[config.mk]
export PLATFORM = sky130hd
export DESIGN_NAME = bff_mod
export DESIGN_NICKNAME = d
export VERILOG_FILES = /design/src/rtl/bff_pkg.sv /design/src/rtl/bff_mod.sv
export SDC_FILE = /design/constraint.sdc
export NUM_CORES = 1
export LEC_CHECK = 0
export BUFFER_PORTS_ARGS = -buffer_cell sky130_fd_sc_hd__buf_4
export CAP_MARGIN = 30
export CORE_MARGIN = 4
export CORE_UTILIZATION = 40
export CTS_CLUSTER_DIAMETER = 120
export DETAILED_ROUTE_END_ITERATION = 7
export SLEW_MARGIN = 20
export SYNTH_ARGS = -nofsm -noshare
export SYNTH_HDL_FRONTEND = slang
export SYNTH_SLANG_ARGS = --single-unit
[constraint.sdc]
create_clock -name clk -period 10.26 [get_ports clk]
set_input_delay 0.513 -clock clk [delete_from_list [all_inputs] [get_ports clk]]
set_output_delay 0.513 -clock clk [all_outputs]
set_load 0.01 [all_outputs]
[src/rtl/bff_pkg.sv]
// Shared constants, types and helper functions of the five-hash Bloom filter.
package bff_pkg;

  localparam int unsigned HASH_W     = 32;
  localparam int unsigned DIV_STEPS  = 4;
  localparam int unsigned DIV_CYCLES = HASH_W / DIV_STEPS;
  localparam int unsigned CNT_W      = $clog2(DIV_CYCLES);
  localparam int unsigned NUM_HASH   = 5;
  localparam int unsigned HIDX_W     = $clog2(NUM_HASH);
  localparam int unsigned FSIZE_W    = 21;

  localparam logic [HASH_W-1:0] HA_INIT = 32'd3;
  localparam logic [HASH_W-1:0] HB_INIT = 32'd17;
  localparam logic [HASH_W-1:0] HC_INIT = 32'd1153;
  localparam logic [HASH_W-1:0] HD_INIT = 32'd16659;
  localparam logic [HASH_W-1:0] HE_INIT = 32'd57;

  localparam logic OP_INSERT = 1'b0;
  localparam logic OP_LOOKUP = 1'b1;

  localparam logic REG_FILTER_SIZE = 1'b0;

  typedef enum logic [5:0] {
    ST_IDLE  = 6'b000001,
    ST_CALC  = 6'b000010,
    ST_DIV   = 6'b000100,
    ST_MEM   = 6'b001000,
    ST_DRAIN = 6'b010000,
    ST_OUT   = 6'b100000
  } state_t;

  // Two's complement magnitude; the most negative value maps to 2^31.
  function automatic logic [HASH_W-1:0] mag32(input logic [HASH_W-1:0] x);
    mag32 = x[HASH_W-1] ? (~x + 32'd1) : x;
  endfunction

  // Remainder by 23 of a byte magnitude (at most 128).
  function automatic logic [4:0] mod23(input logic [7:0] a);
    logic [7:0] t;
    t = a;
    if (t >= 8'd115) t = t - 8'd115;
    if (t >= 8'd69)  t = t - 8'd69;
    if (t >= 8'd46)  t = t - 8'd46;
    if (t >= 8'd23)  t = t - 8'd23;
    mod23 = t[4:0];
  endfunction

endpackage

[src/rtl/bff_mod.sv]
// Iterative remainder unit: 32-bit dividend by the filter size, four bits a cycle.
module bff_mod #(
  parameter int unsigned RW = 21
) (
  input  logic                         clk,
  input  logic                         rst,
  input  logic                         start,
  input  logic [bff_pkg::HASH_W-1:0]   dividend,
  input  logic [RW-1:0]                divisor,
  output logic                         done,
  output logic [RW-1:0]                remainder
);
  import bff_pkg::*;

  logic [HASH_W-1:0] quo;
  logic [RW-1:0]     rem;
  logic [RW-1:0]     rem_next;
  logic [CNT_W-1:0]  cnt;
  logic              busy;

  always_comb begin
    logic [RW:0] t2;
    rem_next = rem;
    for (int i = 0; i < int'(DIV_STEPS); i++) begin
      t2 = {rem_next, quo[HASH_W-1-i]};
      if (t2 >= {1'b0, divisor}) t2 = t2 - {1'b0, divisor};
      rem_next = t2[RW-1:0];
    end
  end

  always_ff @(posedge clk) begin
    if (rst) begin
      busy <= 1'b0;
      done <= 1'b0;
      cnt  <= '0;
    end else begin
      done <= 1'b0;
      if (start) begin
        busy <= 1'b1;
        cnt  <= '0;
      end else if (busy) begin
        cnt <= cnt + 1'b1;
        if (cnt == CNT_W'(DIV_CYCLES - 1)) begin
          busy <= 1'b0;
          done <= 1'b1;
        end
      end
    end
  end

  always_ff @(posedge clk) begin
    if (start) begin
      quo <= dividend;
      rem <= '0;
    end else if (busy) begin
      quo <= quo << DIV_STEPS;
      rem <= rem_next;
    end
  end

  assign remainder = rem;

endmodule

==> results of run 1 <==
==> through the flow <==
step	instances	hold slack [ps]	area, um2
2_1_floorplan	940	497	7710
3_3_place_gp	1339	513	9190
3_5_place_dp	1339	522	9190
4_1_cts	1355	354	9520
5_1_grt	1358	374	9730
6_report	1358	376	9730
==> worst max-delay path: cells and delay by family (launching register included) <==
family / cells / cell delay (ps)
AOI/OAI and AO/OA: 17 / 3510
and+or+nand+nor: 10 / 2230
adders and majority gates: 5 / 1480
buffers and inverters: 8 / 1130
muxes: 3 / 910
DFF: 1 / 410
==> flip-flops by register name (all words and copies together), names as in the netlist <==
name,flops
busy,1
remainder,21
cnt,3
quo,32
done,1
==> timing repair <==
item	4_1_cts	5_1_grt
cloned	0	1
gates resized for setup	2	38
pin swaps	0	15
buffers inserted	0	2
setup endpoints to repair	2	21
==> cells by family after synthesis <==
group,after synthesis,share of synthesized area
buf+inv,82,0.0450
xor+xnor,63,0.0716
mux,71,0.101
flops,58,0.192
compound gates,279,0.252
simple gates,297,0.189
fa+ha+maj,90,0.150
==> area by class of cell <==
class,count,area [um2],share of cell area
Multi-Input combinational cell,800,6040,0.621
Sequential cell,58,1480,0.152
Timing Repair Buffer,174,1360,0.140
Tap cell,260,325,0.0334
Clock buffer,9,225,0.0232
Inverter,50,188,0.0193
Clock inverter,7,103,0.0105
==> cell usage in the layout (no fill, tap or decap), types with 4 or more instances in the layout <==
cell type and count:
nand2b_1 16, or2_2 4, ha_1 86, o22a_1 4, o211ai_1 11, nand4_1 21, and2_1 9, nor4_1 6
buf_4 168, a31oi_1 14, o21a_1 21, a211oi_2 4, nor3_1 16, o21ai_0 35, nand3_1 20, nand2_1 81
xor2_1 16, and3_1 11, a221o_1 10, mux2_2 41, a21oi_1 58, clkbuf_16 10, xnor2_1 46, mux2i_1 26
a21o_1 27, a211o_1 4, nor2b_1 10, nor2_1 77, dfxtp_1 25, edfxtp_1 32, or3_1 7, fa_1 4
o31ai_1 11, inv_1 50, a21oi_2 6, a211oi_1 26, o21bai_1 5
==> worst max path at each step <==
stage / endpoint / start / depth (start not counted)
after global placement: remainder[15] / divisor[15] / 44
after detailed placement: remainder[15] / divisor[0] / 43
after floorplan: remainder[19] / divisor[0] / 48
final: remainder[1] / quo[31] / 43
after global routing: remainder[13] / quo[31] / 47
after CTS: remainder[19] / quo[31] / 44
==> per-layer routing <==
| layer | up-vias | track usage | wire, um |
|---|---|---|---|
| met5 | - | 0 | 0 |
| met1 | 3656 | 0.354 | 12600 |
| li1 | 3828 | - | - |
| met4 | 0 | 0.0574 | 390 |
| met3 | 23 | 0.0407 | 1790 |
| met2 | 272 | 0.368 | 11700 |
==> key figures, run 1 <==
Outcome
  – Outcome: finished, final reports clean

Critical path
  – Critical Path AT: 10020 ps
  – Origin of the critical flop-to-flop path: quo[31]
  – Reg2reg end: remainder[1]
  – CP Launch Type: flip-flop
  – CP Capture Type: flip-flop
  – WP data required: 10440 ps
  – R2R depth: 43
  – Slowest cell on the critical path: nor4_1
  – Reg2Reg Setup Slack: 430 ps
  – Max FO, Critical Path: 18
  – Cell mode on critical path: ha_1
  – WS Path Type: reg -> reg
  – Max stage delay on crit path: 480 ps

Logic synthesis
  – Count of state elements after synthesis: 58
  – Mapped Nets: 1086
  – Mapped Cells: 940
  – Syn_area_per_cell: 8.20 um2
  – Synth top area share: 0.140
  – Largest area contributor in the netlist: ha_1
  – Syn Std Cell Area: 7710 um2
  – Top cells by area, synth: ha_1, edfxtp_1, dfxtp_1, mux2_2, xnor2_1
  – Synth async-reset ratio: 0
  – Top-count cell post-synth: ha_1
  – Post-synth top flop: edfxtp_1
  – Synth warn: 0
  – Sequential fraction of the synthesis area: 0.192
  – Number of flops mapped to enable cells by yosys: 32
  – Count of different cell masters after synthesis: 72
  – Top cells by count, synth: ha_1, nand2_1, nor2_1, a21oi_1, inv_1

Clock network
  – Max Root-Sink Buffers: 2
  – Worst-path clk slew: 60 ps
  – Clock root buffer: clkbuf_16
  – CTS H-tree depth: 3
  – Cts bufs inserted: 9
  – Clock latency on the worst-skew pair: 330 ps
  – CTS sink cnt: 58
  – TritonCTS clock tree: done
  – Hold Buf Count CTS: 0

Layout
  – Final core utilization: 0.517
  – Antenna fix cells: 0
  – Final net count: 1239
  – # fillers: 1835
  – Layout area overhead: 26.2%
  – Layout cells sized above 1: 0.258

Hold path
  – Worst Hold Launch: rst
  – Hold WC Path Type: in -> reg
  – Hold Path End: busy
  – Hold depth: 2

Placed design
  – Placer Congestion: 0.990
  – PortBufs: 77
  – Post-DP HPWL: 21500 um
  – Setup Slack @ Placement: -142 ps

STA
  – Tmin final: 9830 ps
  – Worst-margin pin slew: 791 ps
  – Layout Skew: 6.52 ps
  – Max_slew headroom: 0.473
  – Setup TNS: 0 ps
  – Final setup margin: 430 ps
  – Max Slew Vio Count: 0
  – Setup violators final: 0
  – Fmax: 102 MHz
  – Final hold vios: 0
  – Tcrit/Tclk final: 0.958

Floorplan
  – Horiz. Die Dim: 147 um
  – Die height: 147 um
  – FP Rows: 50
  – IO Count: 78
  – Core region area: 18800 um2
  – Die area: 21600 um2
  – Starting Density: 0.409

Route
  – First-pass DRT Iterations: 5
  – DRC viols: 0
  – DR iter-0 viols: 739
  – DRT antenna net count: 0
  – Vias per cell: 5.73
  – Vias: 7779
  – WL/cell: 19.5 um
  – Total wire length: 26400 um

Flow run
  – Max cap viols: 0

Global route
  – Initial antenna violation count: 0
  – Global route overflow: 0
  – Pin count of the biggest net entering global routing: 59
  – Vias in the first global route: 7465
  – First-pass GRT wire length: 41200 um
  – GRT Total Usage: 0.241
Power of run 1 is left out: the tool's default activity adds up to more than one toggle a clock period on the data nets, which glitch-free logic cannot reach.
==> inputs of run 2 (changes only) <==
- PLACE_DENSITY_LB_ADDON: default -> 0.08
==> run 2 against run 1 <==
Fmax barely moved; via count rose by 3.5%; hold slack got worse by 1.5 ps; core utilization is 3.1 points higher.
==> key figures, run 2 (synthesis results as in run 1) <==
Floorplan
  – Die height: 147 um
  – Die area: 21600 um2
  – IO Count: 78
  – Core region area: 18800 um2
  – Starting Density: 0.409
  – FP Rows: 50
  – Horiz. Die Dim: 147 um

Global route
  – Global route overflow: 0
  – Initial antenna violation count: 1
  – GRT Total Usage: 0.251
  – Pin count of the biggest net entering global routing: 59
  – Vias in the first global route: 7734
  – First-pass GRT wire length: 42900 um

Hold path
  – Hold Path End: busy
  – Worst Hold Launch: rst
  – Hold depth: 2
  – Hold WC Path Type: in -> reg

Layout
  – Largest register FFs: 32
  – Most common cell after layout, fill and taps aside: buf_4
  – Layout area overhead: 33.8%
  – Final core utilization: 0.548
  – Antenna fix cells: 0
  – Most frequent cells in the layout: buf_4, ha_1, nand2_1
  – Layout cells sized above 1: 0.301
  – Final net count: 1316
  – Biggest register: quo

Route
  – WL/cell: 19.4 um
  – DR iter-0 viols: 622
  – Vias: 8052
  – First-pass DRT Iterations: 5
  – DRT antenna net count: 0
  – DRC viols: 0
  – Total wire length: 27800 um
  – Vias per cell: 5.61

Critical path
  – Max FO, Critical Path: 10
  – Cell family with most CP delay: compound AO/OA/AOI/OAI gates
  – Max stage delay on crit path: 430 ps
  – Critical Path AT: 10010 ps
  – Origin of the critical flop-to-flop path: quo[31]
  – Reg2Reg Setup Slack: 430 ps
  – Slowest cell on the critical path: edfxtp_1
  – Cell mode on critical path: buf_4
  – CP Capture Type: flip-flop
  – R2R depth: 50
  – CP Launch Type: flip-flop
  – WP data required: 10440 ps
  – Worst Path Buf+Inv: 10
  – WS Path Type: reg -> reg
  – Reg2reg end: remainder[4]

STA
  – Final hold vios: 0
  – Tmin final: 9830 ps
  – Max_slew headroom: 0.443
  – Tcrit/Tclk final: 0.958
  – Fmax: 102 MHz
  – Max Slew Vio Count: 0
  – Layout Skew: 5.96 ps
  – Worst-margin pin slew: 814 ps
  – Setup violators final: 0

Clock network
  – TritonCTS clock tree: done
  – CTS H-tree depth: 3
  – Max Root-Sink Buffers: 2
  – Clock latency on the worst-skew pair: 330 ps
  – Worst-path clk slew: 60 ps
  – Cts bufs inserted: 9
  – CTS sink cnt: 58
  – Clock root buffer: clkbuf_16

Placed design
  – Post-DP HPWL: 23100 um
  – PortBufs: 77
  – Placer Congestion: 0.956

Outcome
  – Outcome: finished, final reports clean

Flow run
  – Max cap viols: 0
## run 2: layer usage
metal | track usage | vias up | wire length, um
met5 | 0 | - | 13
met4 | 0.0734 | 2 | 840
met3 | 0.0413 | 47 | 1570
met2 | 0.416 | 218 | 12900
met1 | 0.335 | 3796 | 12500
li1 | - | 3989 | -
## run 2: cell type report
| class | instances | area [um2] |
|---|---|---|
| Clock buffer | 9 | 225 |
| Sequential cell | 58 | 1480 |
| Multi-Input combinational cell | 800 | 6000 |
| Inverter | 50 | 188 |
| Timing Repair Buffer | 251 | 1970 |
| Fill cell | 1807 | 8520 |
| Tap cell | 260 | 325 |
| Clock inverter | 7 | 125 |
## run 2: stage by stage
stage	TNS, ps	std cells	setup slack [ps]	hold slack, ps	instance area [um2]
2_1_floorplan	0	940	42.5	497	7710
3_3_place_gp	-102	1411	-102	513	9770
3_5_place_dp	-170	1411	-147	519	9770
4_1_cts	0	1427	82.7	364	10100
5_1_grt	-498	1435	-80.2	374	10300
6_report	0	1435	429	374	10300
## run 2: worst max-delay path by stage
stage	from	end	slack [ps]	cells past startpoint
after floorplan	divisor[0]	remainder[19]	40	48
after global placement	divisor[1]	remainder[19]	-100	45
after detailed placement	divisor[0]	remainder[19]	-150	46
after CTS	quo[31]	remainder[19]	80	46
after global routing	quo[31]	remainder[4]	-80	51
final	quo[31]	remainder[4]	430	50
## run 2: what timing repair did
item                       in CTS  in global routing
hold buffers                    0                  0
resized for setup               3                 24
buffers inserted                0                  7
pin swaps                       0                  9
setup endpoints to repair       3                 21
cloned                          0                  1
Power of run 2 is left out for the same reason.
